**src/hdl/b2da_pkg.sv**
```systemverilog
// ----------------------------------------------------------------------------
// b2da_pkg
// Shared types and constants for the binary to decimal ASCII converter.
// ----------------------------------------------------------------------------
`default_nettype none

package b2da_pkg;

   localparam int VALUE_W      = 64;
   localparam int DIGIT_CHAR_W = 6;
   localparam int BCD_W        = 4;

   // '0' is 6'b110000, so a digit code is the BCD digit under 2'b11
   localparam logic [1:0] ASCII_ZERO_HI = 2'b11;

   typedef logic [VALUE_W-1:0]      value_type;
   typedef logic [DIGIT_CHAR_W-1:0] digit_char_type;
   typedef logic [BCD_W-1:0]        bcd_type;

   typedef enum logic [1:0] {
      CONV_IDLE,
      CONV_SHIFT,
      CONV_HOLD
   } conv_state_type;

   typedef enum logic [1:0] {
      EMIT_IDLE,
      EMIT_SKIP,
      EMIT_SEND
   } emit_state_type;

   typedef struct packed {
      logic load_in;
      logic shift_conv;
      logic load_emit;
      logic shift_emit;
   } b2da_cmd_type;

   typedef struct packed {
      logic bit_done;
      logic top_zero;
      logic last;
   } b2da_status_type;

endpackage

`default_nettype wire

```
**src/hdl/b2da_req_if.sv**
```systemverilog
// ----------------------------------------------------------------------------
// b2da_req_if
// Input channel: one binary value per item.
// ----------------------------------------------------------------------------
`default_nettype none

interface b2da_req_if
   import b2da_pkg::*;
   ();

   logic      valid;
   logic      ready;
   value_type value;

   modport source (output valid, output value, input ready);
   modport sink   (input valid, input value, output ready);

endinterface

`default_nettype wire

```
**src/hdl/b2da_rsp_if.sv**
```systemverilog
// ----------------------------------------------------------------------------
// b2da_rsp_if
// Result channel: one ASCII digit per item, with an end-of-number flag.
// ----------------------------------------------------------------------------
`default_nettype none

interface b2da_rsp_if
   import b2da_pkg::*;
   ();

   logic           valid;
   logic           ready;
   digit_char_type digit_char;
   logic           last_digit;

   modport source (output valid, output digit_char, output last_digit, input ready);
   modport sink   (input valid, input digit_char, input last_digit, output ready);

endinterface

`default_nettype wire

```
**src/hdl/b2da_ctrl.sv**
```systemverilog
// ----------------------------------------------------------------------------
// b2da_ctrl
// Controller: conversion sequencer and digit emitter state machines.
// ----------------------------------------------------------------------------
`default_nettype none

module b2da_ctrl
   import b2da_pkg::*;
   (
      input  wire logic            clock,
      input  wire logic            reset,
      input  wire logic            req_valid,
      output logic                 req_ready,
      output logic                 rsp_valid,
      input  wire logic            rsp_ready,
      input  wire b2da_status_type status,
      output b2da_cmd_type         cmd
   );

   conv_state_type conv_state_ff, conv_state_in;
   emit_state_type emit_state_ff, emit_state_in;

   logic emit_free;

   always_ff @(posedge clock) begin
      if (reset) begin
         conv_state_ff <= CONV_IDLE;
         emit_state_ff <= EMIT_IDLE;
      end else begin
         conv_state_ff <= conv_state_in;
         emit_state_ff <= emit_state_in;
      end
   end

   always_comb begin
      conv_state_in  = conv_state_ff;
      emit_state_in  = emit_state_ff;
      cmd            = '0;
      req_ready      = 1'b0;
      rsp_valid      = 1'b0;
      emit_free      = 1'b0;

      unique case (emit_state_ff)
         EMIT_IDLE: begin
            emit_free = 1'b1;
         end
         EMIT_SKIP: begin
            if (!status.top_zero || status.last) begin
               emit_state_in = EMIT_SEND;
            end else begin
               cmd.shift_emit = 1'b1;
            end
         end
         EMIT_SEND: begin
            rsp_valid = 1'b1;
            if (rsp_ready) begin
               if (status.last) begin
                  emit_free     = 1'b1;
                  emit_state_in = EMIT_IDLE;
               end else begin
                  cmd.shift_emit = 1'b1;
               end
            end
         end
         default: begin
            emit_state_in = EMIT_IDLE;
         end
      endcase

      unique case (conv_state_ff)
         CONV_IDLE: begin
            req_ready = 1'b1;
            if (req_valid) begin
               cmd.load_in   = 1'b1;
               conv_state_in = CONV_SHIFT;
            end
         end
         CONV_SHIFT: begin
            cmd.shift_conv = 1'b1;
            if (status.bit_done) begin
               conv_state_in = CONV_HOLD;
            end
         end
         CONV_HOLD: begin
            if (emit_free) begin
               cmd.load_emit = 1'b1;
               conv_state_in = CONV_IDLE;
               emit_state_in = EMIT_SKIP;
            end
         end
         default: begin
            conv_state_in = CONV_IDLE;
         end
      endcase
   end

endmodule

`default_nettype wire

```
**src/hdl/b2da_datapath.sv**
```systemverilog
// ----------------------------------------------------------------------------
// b2da_datapath
// Double-dabble shift register, BCD accumulator and digit output register.
// ----------------------------------------------------------------------------
`default_nettype none

module b2da_datapath
   import b2da_pkg::*;
   #(
      parameter int VALUE_BITS = 64
   )
   (
      input  wire logic            clock,
      input  wire b2da_cmd_type    cmd,
      input  wire value_type       req_value,
      output b2da_status_type      status,
      output digit_char_type       rsp_digit_char,
      output logic                 rsp_last_digit
   );

   // decimal digits of 2**VALUE_BITS - 1
   localparam int NDIG  = (VALUE_BITS * 30103) / 100000 + 1;
   localparam int BCDW  = NDIG * BCD_W;
   localparam int BIT_W = $clog2(VALUE_BITS);
   localparam int CNT_W = $clog2(NDIG + 1);

   logic [VALUE_BITS-1:0] value_sr_ff, value_sr_in;
   logic [BIT_W-1:0]      bit_cnt_ff,  bit_cnt_in;
   logic [BCDW-1:0]       bcd_ff,      bcd_in;
   logic [BCDW-1:0]       emit_ff,     emit_in;
   logic [CNT_W-1:0]      emit_cnt_ff, emit_cnt_in;
   logic [BCDW-1:0]       bcd_adj;
   bcd_type               top_digit;

   always_comb begin
      for (int i = 0; i < NDIG; i++) begin
         if (bcd_ff[i*BCD_W +: BCD_W] >= bcd_type'(5)) begin
            bcd_adj[i*BCD_W +: BCD_W] = bcd_ff[i*BCD_W +: BCD_W] + bcd_type'(3);
         end else begin
            bcd_adj[i*BCD_W +: BCD_W] = bcd_ff[i*BCD_W +: BCD_W];
         end
      end
   end

   always_comb begin
      value_sr_in = value_sr_ff;
      bit_cnt_in  = bit_cnt_ff;
      bcd_in      = bcd_ff;
      if (cmd.load_in) begin
         value_sr_in = req_value[VALUE_BITS-1:0];
         bit_cnt_in  = BIT_W'(VALUE_BITS - 1);
         bcd_in      = '0;
      end else if (cmd.shift_conv) begin
         value_sr_in = {value_sr_ff[VALUE_BITS-2:0], 1'b0};
         bit_cnt_in  = bit_cnt_ff - BIT_W'(1);
         bcd_in      = {bcd_adj[BCDW-2:0], value_sr_ff[VALUE_BITS-1]};
      end
   end

   always_comb begin
      emit_in     = emit_ff;
      emit_cnt_in = emit_cnt_ff;
      if (cmd.load_emit) begin
         emit_in     = bcd_ff;
         emit_cnt_in = CNT_W'(NDIG);
      end else if (cmd.shift_emit) begin
         emit_in     = {emit_ff[BCDW-BCD_W-1:0], {BCD_W{1'b0}}};
         emit_cnt_in = emit_cnt_ff - CNT_W'(1);
      end
   end

   always_ff @(posedge clock) begin
      value_sr_ff <= value_sr_in;
      bit_cnt_ff  <= bit_cnt_in;
      bcd_ff      <= bcd_in;
      emit_ff     <= emit_in;
      emit_cnt_ff <= emit_cnt_in;
   end

   assign top_digit       = emit_ff[BCDW-1 -: BCD_W];
   assign status.bit_done = (bit_cnt_ff == '0);
   assign status.top_zero = (top_digit == '0);
   assign status.last     = (emit_cnt_ff == CNT_W'(1));
   assign rsp_digit_char  = {ASCII_ZERO_HI, top_digit};
   assign rsp_last_digit  = status.last;

`ifndef SYNTH
   a_load_in_clears: assert property (@(posedge clock)
      cmd.load_in |=> (bcd_ff == '0) && (bit_cnt_ff == BIT_W'(VALUE_BITS - 1)))
      else $error("conversion start did not clear accumulator");

   a_load_emit_copies: assert property (@(posedge clock)
      cmd.load_emit |=> (emit_cnt_ff == CNT_W'(NDIG)) && (emit_ff == $past(bcd_ff)))
      else $error("digit register not loaded from accumulator");

   a_emit_digit_valid: assert property (@(posedge clock)
      cmd.shift_emit |-> (top_digit <= bcd_type'(9)) && (emit_cnt_ff != '0))
      else $error("emitted digit out of range or count exhausted");
`endif

endmodule

`default_nettype wire

```
**src/hdl/binary_to_decimal_ascii.sv**
```systemverilog
// ----------------------------------------------------------------------------
// binary_to_decimal_ascii
// Unsigned binary to decimal ASCII text, most significant digit first.
// ----------------------------------------------------------------------------
// req_chan carries one value per item; only its low VALUE_BITS bits count.
// rsp_chan returns one ASCII digit per item, leading zeros dropped, with
// last_digit set on the final digit; zero gives a single '0'.
// A double-dabble shifter takes one input bit per cycle, so conversion
// shifts in all VALUE_BITS bits after acceptance, then hands the digits
// to the output register; a new value is taken after the hand-off while
// the digits of the previous one drain. The first digit appears once the
// leading zeros have been skipped, then one digit per cycle while
// rsp_chan.ready is high. A stalled receiver holds the current
// digit; conversion of the next value goes on, and the hand-off waits until
// the last digit has been taken. Reset is synchronous, returns both state
// machines to idle and drops any item in progress.
// ----------------------------------------------------------------------------
`default_nettype none

module binary_to_decimal_ascii
   import b2da_pkg::*;
   #(
      parameter int VALUE_BITS = 64
   )
   (
      input wire logic clock,
      input wire logic reset,
      b2da_req_if.sink   req_chan,
      b2da_rsp_if.source rsp_chan
   );

   b2da_cmd_type    cmd;
   b2da_status_type status;
   logic            req_ready;
   logic            rsp_valid;
   digit_char_type  rsp_digit_char;
   logic            rsp_last_digit;

   b2da_ctrl u_ctrl (
      .clock     (clock),
      .reset     (reset),
      .req_valid (req_chan.valid),
      .req_ready (req_ready),
      .rsp_valid (rsp_valid),
      .rsp_ready (rsp_chan.ready),
      .status    (status),
      .cmd       (cmd)
   );

   b2da_datapath #(
      .VALUE_BITS (VALUE_BITS)
   ) u_datapath (
      .clock          (clock),
      .cmd            (cmd),
      .req_value      (req_chan.value),
      .status         (status),
      .rsp_digit_char (rsp_digit_char),
      .rsp_last_digit (rsp_last_digit)
   );

   assign req_chan.ready      = req_ready;
   assign rsp_chan.valid      = rsp_valid;
   assign rsp_chan.digit_char = rsp_digit_char;
   assign rsp_chan.last_digit = rsp_last_digit;

endmodule

`default_nettype wire

```
**src/flat_wrapper.sv**
```systemverilog
// flat-port wrapper written by rule: the top's interface ports become plain ports
module binary_to_decimal_ascii_flat import b2da_pkg::*;
#(
      parameter int VALUE_BITS = 64
   )
  (clock, reset, req_chan_valid, req_chan_value, req_chan_ready, rsp_chan_valid, rsp_chan_digit_char, rsp_chan_last_digit, rsp_chan_ready);
  b2da_req_if req_chan_i ();
  b2da_rsp_if rsp_chan_i ();
  input wire logic clock;
  input wire logic reset;
  input wire logic [$bits(req_chan_i.valid)-1:0] req_chan_valid;
  input wire logic [$bits(req_chan_i.value)-1:0] req_chan_value;
  output wire logic [$bits(req_chan_i.ready)-1:0] req_chan_ready;
  output wire logic [$bits(rsp_chan_i.valid)-1:0] rsp_chan_valid;
  output wire logic [$bits(rsp_chan_i.digit_char)-1:0] rsp_chan_digit_char;
  output wire logic [$bits(rsp_chan_i.last_digit)-1:0] rsp_chan_last_digit;
  input wire logic [$bits(rsp_chan_i.ready)-1:0] rsp_chan_ready;
  assign req_chan_i.valid = req_chan_valid;
  assign req_chan_i.value = req_chan_value;
  assign req_chan_ready = req_chan_i.ready;
  assign rsp_chan_valid = rsp_chan_i.valid;
  assign rsp_chan_digit_char = rsp_chan_i.digit_char;
  assign rsp_chan_last_digit = rsp_chan_i.last_digit;
  assign rsp_chan_i.ready = rsp_chan_ready;
  binary_to_decimal_ascii #(.VALUE_BITS(VALUE_BITS)) u_core (.clock(clock), .reset(reset), .req_chan(req_chan_i), .rsp_chan(rsp_chan_i));
endmodule
```
**config.mk**
```make
export PLATFORM = sky130hd
export DESIGN_NAME = binary_to_decimal_ascii_flat
export DESIGN_NICKNAME = d
export VERILOG_FILES = /design/src/hdl/b2da_pkg.sv /design/src/hdl/b2da_req_if.sv /design/src/hdl/b2da_rsp_if.sv /design/src/hdl/b2da_ctrl.sv /design/src/hdl/b2da_datapath.sv /design/src/hdl/binary_to_decimal_ascii.sv /design/src/flat_wrapper.sv
export SDC_FILE = /design/constraint.sdc
export NUM_CORES = 1
export LEC_CHECK = 0
export ABC_AREA = 1
export BUFFER_PORTS_ARGS = -buffer_cell sky130_fd_sc_hd__buf_4
export CAP_MARGIN = 20
export CORE_MARGIN = 2
export CORE_UTILIZATION = 60
export DETAILED_ROUTE_END_ITERATION = 12
export HOLD_SLACK_MARGIN = 0.06
export MAX_ROUTING_LAYER = met4
export PLACE_DENSITY = 0.84
export SLEW_MARGIN = 10
export SYNTH_ARGS = -nofsm -noshare
export SYNTH_HDL_FRONTEND = slang
export SYNTH_SLANG_ARGS = --single-unit
```
**constraint.sdc**
```tcl
create_clock -name clock -period 5.3 [get_ports clock]
set_clock_uncertainty 0.05 [all_clocks]
set_input_delay 1.59 -clock clock [delete_from_list [all_inputs] [get_ports clock]]
set_output_delay 1.59 -clock clock [all_outputs]
set_load 0.01 [all_outputs]
```
==> impl_metrics.yaml, run 1 <==
status:
  status: "finished clean"
setup_path:
  start_kind: "flop"
  crit_required_ns: 3.66
  worst-setup-path-type: "flop to output pin"
  worst-path-max-fanout: 5
  cp.arrival_ns: 1.51
  crit_path_end_kind: "output pin"
floorplanning:
  die_w_um: 140
  num_io_pins: 77
  die_h_um: 140
  initial_utilization: 0.613
  core_region_area_mm2: 0.0180
  die_area_mm2: 0.0195
  placementRows: 49
place:
  gp_congestion: 0.789
  io_buffers: 74
  hpwl_um: 13200
  placed_cells: 1470
power:
  pwr-share-seq: 0.504
  power_frac_clock: 0.433
  p_comb_frac: 0.063
  swShare: 0.216
  powerDensity_mw_per_mm2: 331
  leakage_nw: 5.29
  ir_worst_vdd_uv: 261
  switchingPower_uw: 895
  intPower_mw: 3.25
synth:
  synth_edf_count: 144
  async_reset_ff_frac: 0
  synth_seq_cells: 239
  synthCells: 1214
  syn_area_per_cell_um2: 9.10
  synth-main-ff-cell: "edfxtp_1"
  synthesis.area_mm2: 0.0111
  yosysSeqAreaShare: 0.563
  synth_warnings: 0
  synth_cell_types: 29
timing:
  maxSlewViolCount: 0
  fmax_ghz: 0.317
  finalSetupViolCount: 0
  worst_pin_slew_ns: 1.07
  rsz0062_at_grt: "false"
  finalCriticalPeriod_ns: 3.15
  hold_viol_final: 0
  period_share: 0.594
  fin_tns_setup_ns: 0
  maxSlewHeadroom: 0.286
detailed_routing:
  wl_per_cell_um: 14.5
  first_pass_iters: 5
  via_per_inst: 5.52
  vias: 8367
  routed_wirelength_um: 22000
  drc: 0
  final_antenna_net_count: 0
  first_iter_violations: 626
global_route:
  grt_max_degree: 123
  grt_pass1_wl_um: 36700
  grt_util_all_layers: 0.230
  grt_pass1_vias: 8034
  gr-total-overflow: 0
  antenna_found_initial: 0
layout:
  layout-drive-gt1-share: 0.110
  fillers: 1320
  multiInputGateArea_mm2: 0.00405
  final_common_cell: "nand2_1"
  area_delta_synth_final_pct: 13.4
  diodes: 0
  fin_cells: 1515
  ff_latch_area_mm2: 0.00623
  fin_nets: 1384
  final_cell_mix: "nand2_1 (315), o21ai_0 (157), edfxtp_1 (144)"
cts:
  root_buffer: "clkbuf_16"
  postCtsSetupBuffers: 0
  worstSkewPairLatency_ns: 0.51
  clkTransAtPathRegs_ns: 0.06
  htreeDepth: 1
  clkSinkCount: 239
  cts_made_buffers: 24
  cts_hold_buf: 0
  ctsResizeCount: 0
  clock_path_buffers: 3
  cts_tree: "done"
worst_hold_path:
  hold_path_class: "flop to flop"
run:
  max_cap_violations: 0
sequential cells by signal, indices dropped and copies added (netlist names):
signal                         cells
u_core.u_ctrl.conv_state_ff        2
u_core.u_ctrl.emit_state_ff        2
u_core.u_datapath.bcd_ff          80
u_core.u_datapath.bit_cnt_ff       6
u_core.u_datapath.emit_cnt_ff      5
u_core.u_datapath.emit_ff         80
u_core.u_datapath.value_sr_ff     64
worst paths after layout:
kind / slack, ns / endpoint / depth (start not counted) / startpoint
min: 0.41 / u_core.u_datapath.bcd_ff[0] / 2 / u_core.u_datapath.value_sr_ff[63]
max: 2.15 / rsp_chan_last_digit / 7 / u_core.u_datapath.emit_cnt_ff[1]
min reg2reg: 0.41 / u_core.u_datapath.bcd_ff[0] / 2 / u_core.u_datapath.value_sr_ff[63]
max reg2reg: 2.20 / u_core.u_datapath.value_sr_ff[38] / 7 / u_core.u_ctrl.conv_state_ff[0]
cell usage after synthesis (4+ instances only):
library cell	instances	area, um^2
edfxtp_1	144	4320
nand2_1	316	1190
inv_2	4	15.0
inv_1	121	454
nor2_1	36	135
dfxtp_1	95	1900
a21oi_1	66	330
xor2_1	20	175
o21ai_0	157	786
buf_4	6	45.0
o21ai_2	7	61.3
clkbuf_1	21	78.8
ha_1	48	601
o21ai_1	74	370
buf_2	16	80.1
nand3_1	55	275
buf_6	9	101
worst max-delay path: stages, from the launching register on:
cell and delay (ns):
dfxtp_1 0.35, inv_1 0.06, ha_1 0.18, inv_1 0.05, nor2_1 0.04, nand2_2 0.12
inv_1 0.07, buf_4 0.14
stage by stage:
step                      setup slack (ns)  instance area [um^2]  utilization  hold WS (ns)  total power, mW
after floorplan                      0.899                 11100            -         0.378             2.29
after global placement                1.66                 11600        0.646         0.390             2.38
after detailed placement              1.58                 11600        0.646         0.397             2.39
after CTS                             2.09                 12500        0.694         0.412             4.16
after global routing                  2.04                 12500        0.695         0.433             4.28
final                                 2.15                 12500        0.695         0.410             4.15
layout make-up:
cell class / count / area share
Inverter: 125 / 0.0376
Clock buffer: 36 / 0.0610
Clock inverter: 8 / 0.00769
Sequential cell: 239 / 0.497
Multi-Input combinational cell: 796 / 0.323
Timing Repair Buffer: 82 / 0.0507
Tap cell: 229 / 0.0229
layer usage:
metal	track usage	wire length, um	vias up
met3	0.0330	1290	40
met4	0.0589	383	0
met2	0.389	10700	257
li1	-	-	4162
met5	-	0	-
met1	0.292	9670	3908
power by group through the flow:
stage	registers [mW]	clock network, mW	logic (mW)
final	2.09	1.80	0.262
after detailed placement	2.13	0	0.261
after global placement	2.12	0	0.254
after floorplan	2.12	0	0.171
after global routing	2.10	1.89	0.298
after CTS	2.09	1.81	0.264
kinds of logic after synthesis:
group,count (synthesis),share of synthesized area
buffers and inverters,180,0.0711
xor gates and xnor gates,22,0.0174
and+or+nand+nor,418,0.151
adders and majority gates,48,0.0543
DFF,239,0.563
AOI/OAI and AO/OA,306,0.142
other,1,0.000339
Note: power is estimated with default switching activity, not from simulation.
==> inputs of run 2 (changes only) <==
--- a/config.mk
+++ b/config.mk
@@ -9,11 +9,11 @@
 export BUFFER_PORTS_ARGS = -buffer_cell sky130_fd_sc_hd__buf_4
 export CAP_MARGIN = 20
 export CORE_MARGIN = 2
-export CORE_UTILIZATION = 60
+export CORE_UTILIZATION = 55
 export DETAILED_ROUTE_END_ITERATION = 12
 export HOLD_SLACK_MARGIN = 0.06
 export MAX_ROUTING_LAYER = met4
-export PLACE_DENSITY = 0.84
+export PLACE_DENSITY = 0.82
 export SLEW_MARGIN = 10
 export SYNTH_ARGS = -nofsm -noshare
 export SYNTH_HDL_FRONTEND = slang
==> constraint.sdc (replaced) <==
create_clock -name clock -period 2.57 [get_ports clock]
set_clock_uncertainty 0.05 [all_clocks]
set_input_delay 0.771 -clock clock [delete_from_list [all_inputs] [get_ports clock]]
set_output_delay 0.771 -clock clock [all_outputs]
set_load 0.01 [all_outputs]
==> impl_metrics.yaml, run 2 (synthesis results as in run 1) <==
setup_path:
  crit_slowest_cell: "dfxtp_1"
  critPathMaxStageDelay_ns: 0.35
  rr_startpoint: "u_core.u_datapath.emit_cnt_ff[1]"
  cp.arrival_ns: 1.52
  worst-path-max-fanout: 5
  crit_cells: 7
  worst-setup-path-type: "flop to output pin"
  r2r_slack_ns: 0.36
  cp_cell_sequence: "inv_1, ha_1, inv_1, nor2_1, nand2_2, inv_1, buf_4"
  worstSetupEndpoint: "rsp_chan_last_digit"
  cp_num_buf_inv: 4
  cp_top_family: "flip-flops"
  crit_start: "u_core.u_datapath.emit_cnt_ff[1]"
  start_kind: "flop"
  reg2reg_depth: 10
  crit_path_end_kind: "output pin"
  crit_required_ns: 1.75
  r2r_end: "u_core.u_datapath.emit_ff[10]"
  crit_top_cell: "inv_1"
floorplanning:
  die_w_um: 146
  num_io_pins: 77
  core_region_area_mm2: 0.0196
  die_area_mm2: 0.0212
  initial_utilization: 0.564
  placementRows: 51
  die_h_um: 146
run:
  max_cap_violations: 0
cts:
  cts_tree: "done"
  htreeDepth: 1
  clkTransAtPathRegs_ns: 0.06
  cts_made_buffers: 25
  ctsResizeCount: 0
  clkSinkCount: 239
  worstSkewPairLatency_ns: 0.52
  root_buffer: "clkbuf_16"
  clock_path_buffers: 3
  cts_hold_buf: 0
  postCtsSetupBuffers: 0
timing:
  finalSetupViolCount: 0
  holdWs_ns: 0.413
  rsz0062_at_grt: "false"
  maxSlewHeadroom: 0.378
  maxSlewViolCount: 0
  fmax_ghz: 0.427
  period_share: 0.911
  worst_pin_slew_ns: 0.933
  fin_tns_setup_ns: 0
  hold_viol_final: 0
  finalCriticalPeriod_ns: 2.34
global_route:
  grt_max_degree: 141
  antenna_found_initial: 0
  grt_pass1_vias: 7849
  gr-total-overflow: 0
  grt_util_all_layers: 0.208
  grt_pass1_wl_um: 36300
power:
  ir_worst_vdd_uv: 459
  switchingPower_mw: 1.84
  swShare: 0.221
  powerDensity_mw_per_mm2: 663
  leakage_nw: 5.28
  pwr-share-seq: 0.517
  intPower_mw: 6.48
  power_frac_clock: 0.417
  p_comb_frac: 0.066
layout:
  largestRegisters: "u_core.u_datapath.bcd_ff: 80 flops, u_core.u_datapath.emit_ff: 80 flops, u_core.u_datapath.value_sr_ff: 64 flops"
  final_common_cell: "nand2_1"
  area_delta_synth_final_pct: 13.7
  fillers: 1561
  layout-drive-gt1-share: 0.109
  final_cell_mix: "nand2_1 (315), o21ai_0 (157), edfxtp_1 (144)"
  diodes: 0
  fin_nets: 1388
worst_hold_path:
  hold_path_class: "flop to flop"
  hold_depth: 2
detailed_routing:
  first_pass_iters: 5
  routed_wirelength_um: 21700
  vias: 8294
  wl_per_cell_um: 14.0
  via_per_inst: 5.34
  first_iter_violations: 569
  final_antenna_net_count: 0
  drc: 0
status:
  status: "finished clean"
place:
  gp_congestion: 0.795
  io_buffers: 74
  hpwl_um: 13100
==> run 2: worst register-to-register path, stage by stage, from the launching register on <==
cell	delay [ns]
dfxtp_1	0.35
inv_1	0.07
ha_1	0.18
inv_1	0.05
nor2_1	0.04
nand2_2	0.12
nand3_1	0.12
nand2_1	0.20
nand2_1	0.19
nand2_4	0.31
buf_12	0.23
==> run 2: area by class of cell <==
| class | count | area (um^2) | share of cell area |
|---|---|---|---|
| tap | 265 | 332 | 0.0264 |
| sequential | 239 | 6230 | 0.496 |
| clock buffer | 32 | 672 | 0.0535 |
| timing repair buffer | 85 | 701 | 0.0558 |
| inverter | 125 | 472 | 0.0375 |
| multi-input combinational | 796 | 4050 | 0.322 |
| clock inverter | 12 | 111 | 0.00886 |
==> run 2: metrics by stage <==
step / std cells / power (mW) / instance area (um^2) / worst slack (ns) / utilization
CTS: 1554 / 8.39 / 12600 / 0.210 / 0.641
global route: 1554 / 8.65 / 12600 / 0.160 / 0.641
finish: 1554 / 8.32 / 12600 / 0.229 / 0.641
floorplan: 1215 / 4.73 / 11100 / 0.175 / -
detailed placement: 1510 / 4.93 / 11800 / 0.330 / 0.601
global placement: 1510 / 4.91 / 11800 / 0.359 / 0.601
==> run 2: power by group through the flow <==
| stage | Sequential, mW | Combinational (mW) | Clock (mW) |
|---|---|---|---|
| 2_1_floorplan | 4.37 | 0.353 | 0 |
| 3_3_place_gp | 4.38 | 0.532 | 0 |
| 3_5_place_dp | 4.39 | 0.544 | 0 |
| 4_1_cts | 4.31 | 0.545 | 3.54 |
| 5_1_grt | 4.32 | 0.618 | 3.70 |
| 6_report | 4.31 | 0.546 | 3.47 |
==> run 2: routing by layer <==
metal  wire length (um)  part of all wire  GRT usage  up-vias
li1                   -                 -          -     4167
met1              10200              0.47      0.284     3867
met2               9970              0.46      0.330      219
met3               1090             0.050     0.0323       41
met4                386             0.018     0.0520        0
met5                  0                 0          -        -
==> run 2: worst min-delay path by stage <==
stage / from / end
floorplan: u_core.u_datapath.value_sr_ff[63] / u_core.u_datapath.bcd_ff[0]
CTS: u_core.u_datapath.bit_cnt_ff[3] / u_core.u_datapath.bit_cnt_ff[3]
detailed placement: u_core.u_datapath.bit_cnt_ff[3] / u_core.u_datapath.bit_cnt_ff[3]
finish: u_core.u_datapath.bit_cnt_ff[3] / u_core.u_datapath.bit_cnt_ff[3]
global route: u_core.u_datapath.bcd_ff[67] / u_core.u_datapath.bcd_ff[67]
global placement: u_core.u_datapath.value_sr_ff[63] / u_core.u_datapath.bcd_ff[0]
